===== config.mk =====
export PLATFORM = sky130hd
export DESIGN_NAME = char_lcd_nibble_bus_sequencer
export DESIGN_NICKNAME = d
export VERILOG_FILES = /design/src/design/clns_pkg.sv /design/src/design/clns_useq.sv /design/src/design/clns_dpath.sv /design/src/design/char_lcd_nibble_bus_sequencer.sv
export VERILOG_INCLUDE_DIRS = /design/src /design/src/design
export SDC_FILE = /design/constraint.sdc
export NUM_CORES = 1
export LEC_CHECK = 0
export ABC_AREA = 1
export BUFFER_PORTS_ARGS = -buffer_cell sky130_fd_sc_hd__buf_4
export CELL_PAD_IN_SITES_DETAIL_PLACEMENT = 1
export CELL_PAD_IN_SITES_GLOBAL_PLACEMENT = 2
export CORE_MARGIN = 3
export CORE_UTILIZATION = 30
export CTS_BUF_LIST = sky130_fd_sc_hd__clkbuf_8
export DETAILED_ROUTE_END_ITERATION = 8
export GPL_TIMING_DRIVEN = 0
export PLACE_DENSITY = 0.82
export SLEW_MARGIN = 20
export SYNTH_ARGS = -nofsm -noshare
export SYNTH_HDL_FRONTEND = slang
export SYNTH_SLANG_ARGS = --single-unit

===== constraint.sdc =====
create_clock -name i_clk -period 1.2 [get_ports i_clk]
set_input_delay 0.06 -clock i_clk [delete_from_list [all_inputs] [get_ports i_clk]]
set_output_delay 0.06 -clock i_clk [all_outputs]
set_load 0.02 [all_outputs]

===== src/design/char_lcd_nibble_bus_sequencer_defines.svh =====
// ---------------------------------------------------------------------------
// Assertion macros for the character LCD nibble bus sequencer
// Shared concurrent assertion forms, clocked and reset-qualified.
// ---------------------------------------------------------------------------
`ifndef CHAR_LCD_NIBBLE_BUS_SEQUENCER_DEFINES_SVH
`define CHAR_LCD_NIBBLE_BUS_SEQUENCER_DEFINES_SVH

// Same-cycle implication, ignored while reset is asserted.
`define CLNS_ASSERT_SAME(label, clk, rst_n, ante, cons, msg) \
    label: assert property (@(posedge clk) disable iff (!(rst_n)) (ante) |-> (cons)) \
        else $error(msg);

// Next-cycle implication, ignored while reset is asserted.
`define CLNS_ASSERT_NEXT(label, clk, rst_n, ante, cons, msg) \
    label: assert property (@(posedge clk) disable iff (!(rst_n)) (ante) |=> (cons)) \
        else $error(msg);

`endif


===== src/design/clns_pkg.sv =====
// ---------------------------------------------------------------------------
// clns_pkg
// Types, constants, microcode and tables shared by the sequencer modules.
// ---------------------------------------------------------------------------
`default_nettype none

package clns_pkg;

    // Request kinds carried on the input tuser.
    typedef enum logic [1:0] {
        FUNC_INIT = 2'd0,
        FUNC_CMD  = 2'd1,
        FUNC_CHAR = 2'd2,
        FUNC_GOTO = 2'd3
    } t_func;

    // Configuration register indexes.
    typedef enum logic [1:0] {
        REG_STROBE_WAIT   = 2'd0,
        REG_POWER_UP_WAIT = 2'd1
    } t_reg_idx;

    localparam int unsigned CFG_IDX_W  = 2;
    localparam int unsigned CFG_DATA_W = 10;
    localparam int unsigned WAIT_W     = 10;

    localparam logic [7:0]        STROBE_WAIT_RST   = 8'd5;
    localparam logic [WAIT_W-1:0] POWER_UP_WAIT_RST = 10'd100;

    localparam logic [7:0] GOTO_BASE   = 8'h80;
    localparam logic [5:0] LINE_OFFSET = 6'd40;

    // Micro-operation performed on the pins by one step.
    typedef enum logic [1:0] {
        UOP_PWRUP = 2'd0,
        UOP_EN_HI = 2'd1,
        UOP_DATA  = 2'd2,
        UOP_EN_LO = 2'd3
    } t_uop;

    // Sequencing: fall through to the target, or close the byte routine.
    typedef enum logic {
        SEQ_NEXT = 1'b0,
        SEQ_END  = 1'b1
    } t_seq;

    typedef struct packed {
        t_uop       kind;
        logic       nib_lo;
        t_seq       seq;
        logic [2:0] target;
    } t_uword;

    // Control handed from the sequencer to the datapath for the current step.
    typedef struct packed {
        t_uop kind;
        logic nib_lo;
        logic init_sel;
        logic last;
    } t_ctrl;

    localparam logic [2:0] ROM_INIT      = 3'd0;
    localparam logic [2:0] ROM_BYTE      = 3'd1;
    localparam logic [2:0] LAST_INIT_IDX = 3'd6;

    // Microprogram: a power-up step, then a six-step byte routine.
    function automatic t_uword ucode(input logic [2:0] pc);
        t_uword w;
        unique case (pc)
            3'd0:    w = '{kind: UOP_PWRUP, nib_lo: 1'b0, seq: SEQ_NEXT, target: 3'd1};
            3'd1:    w = '{kind: UOP_EN_HI, nib_lo: 1'b0, seq: SEQ_NEXT, target: 3'd2};
            3'd2:    w = '{kind: UOP_DATA,  nib_lo: 1'b0, seq: SEQ_NEXT, target: 3'd3};
            3'd3:    w = '{kind: UOP_EN_LO, nib_lo: 1'b0, seq: SEQ_NEXT, target: 3'd4};
            3'd4:    w = '{kind: UOP_EN_HI, nib_lo: 1'b1, seq: SEQ_NEXT, target: 3'd5};
            3'd5:    w = '{kind: UOP_DATA,  nib_lo: 1'b1, seq: SEQ_NEXT, target: 3'd6};
            3'd6:    w = '{kind: UOP_EN_LO, nib_lo: 1'b1, seq: SEQ_END,  target: ROM_BYTE};
            default: w = '{kind: UOP_EN_LO, nib_lo: 1'b1, seq: SEQ_END,  target: ROM_BYTE};
        endcase
        return w;
    endfunction

    // Fixed command bytes of the initialisation run.
    function automatic logic [7:0] init_byte(input logic [2:0] idx);
        logic [7:0] b;
        unique case (idx)
            3'd0:    b = 8'b0011_0011;
            3'd1:    b = 8'b0011_0010;
            3'd2:    b = 8'b0010_1000;
            3'd3:    b = 8'b0000_1000;
            3'd4:    b = 8'b0000_0001;
            3'd5:    b = 8'b0000_0110;
            3'd6:    b = 8'b0000_1100;
            default: b = 8'h00;
        endcase
        return b;
    endfunction

    function automatic logic [3:0] rev4(input logic [3:0] n);
        return {n[0], n[1], n[2], n[3]};
    endfunction

endpackage

`default_nettype wire


===== src/design/clns_useq.sv =====
// ---------------------------------------------------------------------------
// clns_useq
// Step counter, microcode lookup and loop control over the init bytes.
// ---------------------------------------------------------------------------
`default_nettype none

module clns_useq
    import clns_pkg::*;
(
    input  wire logic       i_clk,
    input  wire logic       i_rst_n,
    input  wire logic       i_start,
    input  wire logic       i_init,
    input  wire logic       i_adv,
    output t_ctrl           o_ctrl,
    output logic [2:0]      o_bcnt,
    output logic            o_busy
);

    logic       r_busy, n_busy;
    logic       r_init, n_init;
    logic [2:0] r_pc,   n_pc;
    logic [2:0] r_bcnt, n_bcnt;
    t_uword     w_word;
    logic       w_more;

    assign w_word = ucode(r_pc);
    // Another init byte still follows the one now finishing.
    assign w_more = r_init && (r_bcnt != LAST_INIT_IDX);

    always_comb begin
        n_busy = r_busy;
        n_init = r_init;
        n_pc   = r_pc;
        n_bcnt = r_bcnt;
        if (i_start) begin
            n_busy = 1'b1;
            n_init = i_init;
            n_pc   = i_init ? ROM_INIT : ROM_BYTE;
            n_bcnt = 3'd0;
        end else if (i_adv) begin
            n_pc = w_word.target;
            if (w_word.seq == SEQ_END) begin
                if (w_more) begin
                    n_bcnt = r_bcnt + 3'd1;
                end else begin
                    n_busy = 1'b0;
                end
            end
        end
    end

    always_ff @(posedge i_clk) begin
        if (!i_rst_n) begin
            r_busy <= 1'b0;
            r_init <= 1'b0;
            r_pc   <= ROM_INIT;
            r_bcnt <= 3'd0;
        end else begin
            r_busy <= n_busy;
            r_init <= n_init;
            r_pc   <= n_pc;
            r_bcnt <= n_bcnt;
        end
    end

    assign o_ctrl.kind     = w_word.kind;
    assign o_ctrl.nib_lo   = w_word.nib_lo;
    assign o_ctrl.init_sel = r_init;
    assign o_ctrl.last     = (w_word.seq == SEQ_END) && !w_more;
    assign o_bcnt          = r_bcnt;
    assign o_busy          = r_busy;

endmodule

`default_nettype wire


===== src/design/clns_dpath.sv =====
// ---------------------------------------------------------------------------
// clns_dpath
// Pin levels, byte selection and the registered output event.
// ---------------------------------------------------------------------------
`default_nettype none

module clns_dpath
    import clns_pkg::*;
(
    input  wire logic              i_clk,
    input  wire logic              i_rst_n,
    input  wire logic              i_start,
    input  wire t_func             i_func,
    input  wire logic [7:0]        i_value,
    input  wire logic              i_line,
    input  wire logic [5:0]        i_col,
    input  wire logic              i_adv,
    input  wire t_ctrl             i_ctrl,
    input  wire logic [2:0]        i_bcnt,
    input  wire logic [7:0]        i_strobe_wait,
    input  wire logic [WAIT_W-1:0] i_power_up_wait,
    input  wire logic              i_out_ready,
    output logic                   o_valid,
    output logic                   o_rs,
    output logic                   o_en,
    output logic [3:0]             o_nib,
    output logic [WAIT_W-1:0]      o_wait,
    output logic                   o_last
);

    logic              r_rs, r_en, n_en;
    logic [3:0]        r_nib, n_nib;
    logic [7:0]        r_byte, n_byte;
    logic              r_valid;
    logic              r_o_rs, r_o_en, r_o_last;
    logic [3:0]        r_o_nib;
    logic [WAIT_W-1:0] r_o_wait, n_wait;
    logic [7:0]        w_cur;
    logic [3:0]        w_nib;
    logic [5:0]        w_addr;

    assign w_addr = i_col + (i_line ? LINE_OFFSET : 6'd0);

    always_comb begin
        unique case (i_func)
            FUNC_GOTO: n_byte = GOTO_BASE | {2'b00, w_addr};
            FUNC_INIT,
            FUNC_CMD,
            FUNC_CHAR: n_byte = i_value;
            default:   n_byte = i_value;
        endcase
    end

    assign w_cur = i_ctrl.init_sel ? init_byte(i_bcnt) : r_byte;
    assign w_nib = i_ctrl.nib_lo ? w_cur[3:0] : w_cur[7:4];

    always_comb begin
        n_en   = r_en;
        n_nib  = r_nib;
        n_wait = {{(WAIT_W-8){1'b0}}, i_strobe_wait};
        unique case (i_ctrl.kind)
            UOP_PWRUP: begin
                n_en   = 1'b0;
                n_wait = i_power_up_wait;
            end
            UOP_EN_HI: n_en  = 1'b1;
            UOP_DATA:  n_nib = rev4(w_nib);
            UOP_EN_LO: n_en  = 1'b0;
            default:   n_en  = r_en;
        endcase
    end

    always_ff @(posedge i_clk) begin
        if (!i_rst_n) begin
            r_rs    <= 1'b0;
            r_en    <= 1'b0;
            r_nib   <= 4'd0;
            r_valid <= 1'b0;
        end else begin
            if (i_start) begin
                r_rs <= (i_func == FUNC_CHAR);
            end
            if (i_adv) begin
                r_en    <= n_en;
                r_nib   <= n_nib;
                r_valid <= 1'b1;
            end else if (i_out_ready) begin
                r_valid <= 1'b0;
            end
        end
    end

    always_ff @(posedge i_clk) begin
        if (i_start) begin
            r_byte <= n_byte;
        end
        if (i_adv) begin
            r_o_rs   <= r_rs;
            r_o_en   <= n_en;
            r_o_nib  <= n_nib;
            r_o_wait <= n_wait;
            r_o_last <= i_ctrl.last;
        end
    end

    assign o_valid = r_valid;
    assign o_rs    = r_o_rs;
    assign o_en    = r_o_en;
    assign o_nib   = r_o_nib;
    assign o_wait  = r_o_wait;
    assign o_last  = r_o_last;

endmodule

`default_nettype wire


===== src/design/char_lcd_nibble_bus_sequencer.sv =====
// ---------------------------------------------------------------------------
// char_lcd_nibble_bus_sequencer
// Turns LCD requests into a stream of timed pin events for a 4-bit bus.
// ---------------------------------------------------------------------------
// Usage: each transfer on the slave stream is one request (tuser selects
// init, command byte, character byte or cursor goto). The master stream
// carries one pin event per transfer: register select, enable level, the
// bit-reversed nibble on the bus and the wait in milliseconds that must
// follow it; tlast marks the final event of the request. Waiting is left to
// the receiver.
// Throughput: a microcoded sequencer steps through one control word per
// cycle unless the master side stalls, so one event is produced per cycle.
// The request is first loaded into the sequencer state and the first event
// is then registered in the output register. Init runs 43 steps and every
// other request six, and the next request is taken in the cycle after the
// last event is registered.
// Stalls: while the master side holds tready low the step counter freezes and
// the pending event is held in the output register.
// Reset: synchronous, active low. Pin state clears to zero, the waits return
// to 5 ms (strobe) and 100 ms (power-up). The user must write configuration only
// while no request is in progress; the block itself does not enforce this.
// ---------------------------------------------------------------------------
`default_nettype none

module char_lcd_nibble_bus_sequencer
    import clns_pkg::*;
(
    input  wire logic                  i_clk,
    input  wire logic                  i_rst_n,
    // Configuration write port
    input  wire logic                  i_cfg_we,
    input  wire logic [CFG_IDX_W-1:0]  i_cfg_idx,
    input  wire logic [CFG_DATA_W-1:0] i_cfg_wdata,
    // Request stream
    input  wire logic                  s_axis_tvalid,
    output logic                       s_axis_tready,
    input  wire logic [15:0]           s_axis_tdata,  // value[7:0], line[8], col[14:9]
    input  wire logic [1:0]            s_axis_tuser,  // func[1:0]
    // Pin event stream
    output logic                       m_axis_tvalid,
    input  wire logic                  m_axis_tready,
    output logic [15:0]                m_axis_tdata,  // enable[0], bus_nibble[4:1],
                                                      // wait_ms[14:5]
    output logic                       m_axis_tuser,  // reg_select
    output logic                       m_axis_tlast
);

`include "char_lcd_nibble_bus_sequencer_defines.svh"

    logic [7:0]        r_strobe_wait;
    logic [WAIT_W-1:0] r_power_up_wait;

    logic              w_accept;
    logic              w_adv;
    logic              w_busy;
    t_ctrl             w_ctrl;
    logic [2:0]        w_bcnt;
    t_func             w_func;
    logic              w_en;
    logic [3:0]        w_nib;
    logic [WAIT_W-1:0] w_wait;

    // Configuration registers; indexes beyond the list are ignored.
    always_ff @(posedge i_clk) begin
        if (!i_rst_n) begin
            r_strobe_wait   <= STROBE_WAIT_RST;
            r_power_up_wait <= POWER_UP_WAIT_RST;
        end else if (i_cfg_we) begin
            if (i_cfg_idx == REG_STROBE_WAIT) begin
                r_strobe_wait <= i_cfg_wdata[7:0];
            end
            if (i_cfg_idx == REG_POWER_UP_WAIT) begin
                r_power_up_wait <= i_cfg_wdata;
            end
        end
    end

    // A request is taken whenever the sequencer is idle, even if the last
    // event of the previous request is still waiting in the output register.
    assign s_axis_tready = !w_busy;
    assign w_accept      = s_axis_tvalid && s_axis_tready;
    assign w_func        = t_func'(s_axis_tuser);

    // A step runs when the output register is empty or is being emptied.
    assign w_adv = w_busy && (!m_axis_tvalid || m_axis_tready);

    clns_useq u_useq (
        .i_clk   (i_clk),
        .i_rst_n (i_rst_n),
        .i_start (w_accept),
        .i_init  (w_func == FUNC_INIT),
        .i_adv   (w_adv),
        .o_ctrl  (w_ctrl),
        .o_bcnt  (w_bcnt),
        .o_busy  (w_busy)
    );

    clns_dpath u_dpath (
        .i_clk           (i_clk),
        .i_rst_n         (i_rst_n),
        .i_start         (w_accept),
        .i_func          (w_func),
        .i_value         (s_axis_tdata[7:0]),
        .i_line          (s_axis_tdata[8]),
        .i_col           (s_axis_tdata[14:9]),
        .i_adv           (w_adv),
        .i_ctrl          (w_ctrl),
        .i_bcnt          (w_bcnt),
        .i_strobe_wait   (r_strobe_wait),
        .i_power_up_wait (r_power_up_wait),
        .i_out_ready     (m_axis_tready),
        .o_valid         (m_axis_tvalid),
        .o_rs            (m_axis_tuser),
        .o_en            (w_en),
        .o_nib           (w_nib),
        .o_wait          (w_wait),
        .o_last          (m_axis_tlast)
    );

    assign m_axis_tdata = {1'b0, w_wait, w_nib, w_en};

    // Every run finishes with the enable strobe low.
    `CLNS_ASSERT_SAME(a_last_enable_low, i_clk, i_rst_n,
        m_axis_tvalid && m_axis_tlast, !m_axis_tdata[0],
        "final event of a run left the enable strobe high")

    // Once a request is taken, no further request is taken until it is done.
    `CLNS_ASSERT_NEXT(a_busy_after_accept, i_clk, i_rst_n,
        w_accept, !s_axis_tready,
        "request accepted while the previous one was starting")

    // The init byte counter never runs past the seventh byte.
    `CLNS_ASSERT_SAME(a_bcnt_bound, i_clk, i_rst_n,
        w_busy, w_bcnt <= LAST_INIT_IDX,
        "init byte counter out of range")

endmodule

`default_nettype wire

# Yosys cells after proc, flatten, opt, wreduce, memory -nomap -nowiden
# Cells that the tools add are included.
dict set report classes {
  add_sub_neg 2
  eq_ne 20
  mux 18
  bitwise_logic 1
  reduce_logical 23
}
# operator count
set ops {}
lappend ops {{6-bit case mux with 7 select lines} 1}
lappend ops {{7-bit case mux with 6 select lines} 1}
lappend ops {{8-bit two-way mux} 2}
lappend ops {{8-bit case mux with 2 select lines} 1}
lappend ops {{3-bit == test (second input constant)} 5}
lappend ops {{3-bit by 2-bit == test with 1-bit output (second input constant)} 4}
lappend ops {{2-bit == test (second input constant)} 4}
lappend ops {{4-bit two-way mux} 2}
lappend ops {{1-bit two-way mux} 7}
lappend ops {{6-bit adder} 1}
lappend ops {{2-bit by 1-bit == test with 1-bit output (second input constant)} 3}
lappend ops {{3-bit by 1-bit == test with 1-bit output (second input constant)} 2}
lappend ops {{2-bit zero test} 3}
lappend ops {{3-bit zero test} 2}
lappend ops {{3-bit two-way mux} 2}
lappend ops {{6-bit two-way mux} 1}
lappend ops {{3-bit AND reduction} 2}
lappend ops {{2-bit nonzero test} 3}
lappend ops {{1-bit logical AND} 4}
lappend ops {{2-bit AND reduction} 2}
lappend ops {{2-bit OR reduction} 2}
lappend ops {{3-bit by 1-bit adder with 3-bit output (second input constant)} 1}
lappend ops {{1-bit zero test} 3}
lappend ops {{3-bit inequality test (second input constant)} 1}
lappend ops {{other kinds (5)} 5}
dict set report totals {
  register_bits 58
  input_bits 35
  elab_cells 81
}

# Longest topological paths before layout
dict set report depth {
  word_depth 6
  depth_mapped 11
  mapped_depth_nobuf 11
}

# Hierarchy
# From an unflattened synthesis, not the netlist that was laid out.
dict set report unflattened {
  cells_unflattened 346
  area_unflattened_um2 2747.6
}
# mod n_inst cells_each area_each_um2 seq_area_each_um2
set modules_own_cells {}
lappend modules_own_cells {clns_dpath 1 164 1490.2 890.9}
lappend modules_own_cells {char_lcd_nibble_bus_sequencer 1 117 820.8 360.3}
lappend modules_own_cells {clns_useq 1 65 436.7 160.2}

# Worst setup path before layout
# OpenSTA, ideal clock, no wires.
dict set report synth_timing {
  path_type {flip-flop to flip-flop}
  from {register u_useq.r_bcnt[0], in the netlist u_useq.o_bcnt[0]}
  to {register u_dpath.r_o_nib[3], in the netlist u_dpath.o_nib[3] (data pin)}
  setup_time_ns 0.252
  arrival_time_ns 1.040
  slack_ns -0.092
  stages_incl_launch_ff 11
  n_path_buf 0
  cell_sequence {dfxtp_1 -> inv_1 -> ha_1 -> inv_1 -> nand2_1 -> nand2_1 -> nand2_1 -> nand2_1 -> nand2_1 -> nand2_1 -> inv_1}
}
dict set report synth_between {
  elab_chain_len 5
  elab_cells_between_ends 11
  classes_between {eq/ne: 6; mux: 4; reduce/logical: 1}
}
# element line_no
set synth_rtl {}
lappend synth_rtl {{start: declaration} clns_useq.sv:23} ;# logic [2:0] r_bcnt, n_bcnt;
lappend synth_rtl {{start signal: assignment} clns_useq.sv:63} ;# r_bcnt <= n_bcnt;
lappend synth_rtl {{3-bit == test, or another cell as far along} clns_pkg.sv:85} ;# unique case (idx)
lappend synth_rtl {{6-bit case mux with 7 select lines (*)} clns_pkg.sv:85}
lappend synth_rtl {{8-bit two-way mux (*)} clns_dpath.sv:54} ;# assign w_cur = i_ctrl.init_sel ? init_byte(i_bcnt) : r_byte;
lappend synth_rtl {{4-bit two-way mux (*)} clns_dpath.sv:55} ;# assign w_nib = i_ctrl.nib_lo ? w_cur[3:0] : w_cur[7:4];
lappend synth_rtl {{4-bit two-way mux (*)} clns_dpath.sv:61} ;# unique case (i_ctrl.kind)
lappend synth_rtl {{named net u_dpath.n_nib[3]} clns_dpath.sv:32} ;# logic [3:0] r_nib, n_nib;
lappend synth_rtl {{end signal: assignment} clns_dpath.sv:100} ;# r_o_nib <= n_nib;
lappend synth_rtl {{end: declaration} clns_dpath.sv:36} ;# logic [3:0] r_o_nib;
# The timed path passes the listed nets; every way through them passes the cells marked *.
# A chain may end at the register's enable or synchronous reset.

# Final worst setup path
dict set report layout_timing {
  from {register u_useq.r_bcnt[0], in the netlist u_useq.o_bcnt[0]}
  to {register u_useq.r_bcnt[2], in the netlist u_useq.o_bcnt[2]}
}
dict set report layout_between {
  elab_chain_len 3
  elab_cells_between_ends 4
  classes_between {add/sub: 1; eq/ne: 1; reduce/logical: 2}
}
# element line_no
set layout_rtl {}
lappend layout_rtl {{3-bit inequality test} clns_useq.sv:29} ;# assign w_more = r_init && (r_bcnt != LAST_INIT_IDX);
lappend layout_rtl {{1-bit logical AND} clns_useq.sv:29}
lappend layout_rtl {{3-bit AND reduction (no source line)} --}
# Parallel ways exist; a longest one is shown, timed or not.

==> impl_metrics.tcl <==
set metrics [dict create \
    netlist_top_cells_area "edfxtp_1 29%, dfxtp_1 25%, nand2_1 9.9%" \
    final_cells 503 \
    clk_pin_slew_ps 70 \
    powerDensity_nw_per_um2 1270 \
    worstSetupEndpointType "flip-flop" \
    via_count 2310 \
    fin_tns_setup_ps -743 \
    insertion_delay_ps 340 \
    startpoint_type "flip-flop" \
    ys_async_sr_fraction_pct 0 \
    critPathMaxFanout 4 \
    violations "setup timing" \
    core_region_area_um2 8340 \
    avgViaCountPerCell 4.59 \
    drv_cap 0 \
    hold_violations 0 \
    place_area_um2 3150 \
    numPortBuffers 51 \
    drive_gt1_share_pct 34.9 \
    grt_pass1_wl_um 11000 \
    die_h_um 99.6 \
    cts_tree "yes" \
    fmax_mhz 752 \
    r2r_cells 10 \
    r2r-start "u_useq.o_bcnt[0]" \
    fp.dieW_um 99.6 \
    dp_hpwl_um 4660 \
    status "complete, but fails checks" \
    dr.pass1.iters 4 \
    antenna_cells 0 \
    grt.total_usage_pct 14.2 \
    num_rows 33 \
    min_path_cells 3 \
    setup_ws_ps -131 \
    clkSinkCount 58 \
    syn_area_um2 2630 \
    yosysMostFrequentCell "nand2_1" \
    grt_pass1_vias 2320 \
    hold_start "s_axis_tdata[5]" \
    cts_buffers 9 \
    stdcell_area_um2 3770 \
    synth_edf_count 25 \
    grt_use_met1_pct 18.7 \
    synthTopCellsByCount "69 x nand2_1, 35 x inv_1, 33 x dfxtp_1, 33 x nor2_1, 25 x edfxtp_1" \
    worstPathRequired_ps 1440 \
    peakVddDrop_uv 493 \
    cts_htree_levels 3 \
    finalCritPeriodShare_pct 111 \
    drv_slew 0 \
    numPlacedInstances 460 \
    hp-class "in -> reg" \
    die_area_um2 9910 \
    syn2layout_area_growth_pct 43.6 \
    drtIter0Drc 86 \
    ys_ff_latch 58 \
    min_to "u_dpath.r_byte[5]" \
    p_total_mw 4.79 \
    routedWlPerCell_um 13.7 \
    setup-violations-final 11 \
    use_met3_pct 3.93 \
    cts_root_buf "clkbuf_8" \
    r2r-end "u_useq.o_bcnt[2]" \
    antenna_found_initial 0 \
    drt-total-wl_um 6910 \
    grt-busiest-layer "met2" \
    finClkSkew_ps 10.1 \
    synth_cells 304 \
    yosys_warnings 0 \
    drc_errors 0 \
    start_util_pct 31.5 \
    synth_top_area_share_pct 28.6 \
    multi_input_area_um2 1120 \
    arrival_ps 1570 \
    leakage_nw 1.66 \
    synth_seq_area_share_pct 53.7 \
    grt_max_degree 27 \
    synth_nets 345 \
    synth.avg_cell_area_um2 8.64 \
    yosys.area.top_type "edfxtp_1" \
    rsz0062_at_grt "yes" \
    path_class "reg -> reg" \
    gp_congestion 0.729 \
    clk_path_buf_depth 2 \
    r2r_slack_ps -130 \
    fillers 1003 \
    ys.flop_type "dfxtp_1" \
    regArea_um2 1420 \
    period_needed_ps 1330 \
    grt_overflow 0 \
    layout.nets 434 \
    grt_util_met2_pct 22.4 \
    pin_count 55 \
    postRouteAntennaNets 0 \
    hold_ws_ps 4.26 \
    synthDistinctLibCells 33 \
]
[through the flow]
stage               utilization [%]  setup WS, ps
floorplan                         -         -49.2
global placement               37.8          -158
detailed placement             37.8          -198
CTS                            43.8          -137
global route                   45.2          -193
finish                         45.2          -131
[worst max-delay path: stages, from the launching register on]
cell and delay, ps:
dfxtp_4 390, inv_4 60, ha_4 160, nand2_4 80, nand2_2 50, nor2_2 100
nand2_2 100, inv_2 80, nand2_2 50, o21ai_1 120, nor2_1 50
[how the worst max path moves through the flow]
stage	from	endpoint	slack (ps)
2_1_floorplan	u_useq.o_bcnt[1]	u_dpath.o_nib[3]	-50
5_1_grt	u_useq.o_bcnt[0]	u_useq.o_bcnt[2]	-190
3_3_place_gp	u_useq.o_bcnt[1]	u_dpath.o_nib[3]	-160
6_report	u_useq.o_bcnt[0]	u_useq.o_bcnt[2]	-130
4_1_cts	u_useq.o_bcnt[0]	u_useq.o_bcnt[2]	-140
3_5_place_dp	u_useq.o_bcnt[1]	u_dpath.o_nib[3]	-200
[layout make-up]
type                       instances  area share [%]
buffer                            10            2.35
clock buffer                      10            3.65
clock inverter                     6            1.53
inverter                          38            4.25
multi-input combinational        198            29.8
sequential                        58            37.7
tap                              105            3.48
timing repair buffer              78            17.2
[per-layer routing]
metal	vias to the layer above	wire length, um
li1	1157	-
met1	1101	3220
met2	44	3310
met3	8	275
met4	0	95
met5	-	0
[what timing repair did]
item / in CTS / in global routing
setup endpoints to repair: 34 / 41
pin swaps: 5 / 12
hold buffers: 17 / 0
gates resized for setup: 23 / 25
buffers inserted: 8 / 1
endpoints found under the hold margin: 16 / 0
cloned: 0 / 1
[where the power goes]
| part | internal [mW] | leakage (nW) | total (mW) | switching (mW) |
|---|---|---|---|---|
| Combinational | 0.347 | 1.05 | 0.742 | 0.396 |
| Clock | 0.996 | 0.0971 | 1.79 | 0.794 |
| Sequential | 2.20 | 0.512 | 2.25 | 0.0566 |
[flip-flops by register name, indices dropped and copies added, names as in the netlist]
name and cells:
u_dpath.o_last 1, r_strobe_wait 8, u_dpath.r_byte 8, u_useq.r_pc 3, u_useq.o_busy 1, r_power_up_wait 10
u_useq.o_bcnt 3, u_dpath.r_rs 1, u_dpath.o_rs 1, u_dpath.o_en 1, u_dpath.r_nib 4, u_useq.r_init 1
u_dpath.r_en 1, u_dpath.o_wait 10, u_dpath.o_nib 4, u_dpath.o_valid 1
[layout by cell type (no fill, tap or decap), types with 2 or more instances in the layout]
cell type and instances:
nand2_1 62, buf_4 61, nor2_1 29, inv_1 28, dfxtp_1 27, edfxtp_1 25
o21ai_0 18, dlygate4sd3_1 17, nand3_1 16, a21oi_1 16, clkbuf_8 11, nand2_2 9
inv_4 7, o21ai_1 7, nand2_4 5, nand3_2 5, nor2_2 4, inv_2 4
a21oi_2 4, dfxtp_2 4, buf_6 3, mux2_4 3, ha_1 3, ha_4 3
nor2_4 2, o21ai_2 2, buf_2 2, clkbuf_1 2, clkinvlp_4 2, dfxtp_4 2
[kinds of logic (layout without fill, tap and decap cells)]
kind of cell / count (synthesis) / after routing / synth area share [%]
other cells: 1 / 1 / 0.143
mux: 3 / 3 / 1.71
compound gates: 51 / 51 / 10.4
fa+ha+maj: 6 / 6 / 2.86
simple gates: 135 / 135 / 22.0
buf+inv: 48 / 142 / 8.43
flops: 58 / 58 / 53.7
xor+xnor: 2 / 2 / 0.667
Note: power is estimated with default switching activity, not from simulation.
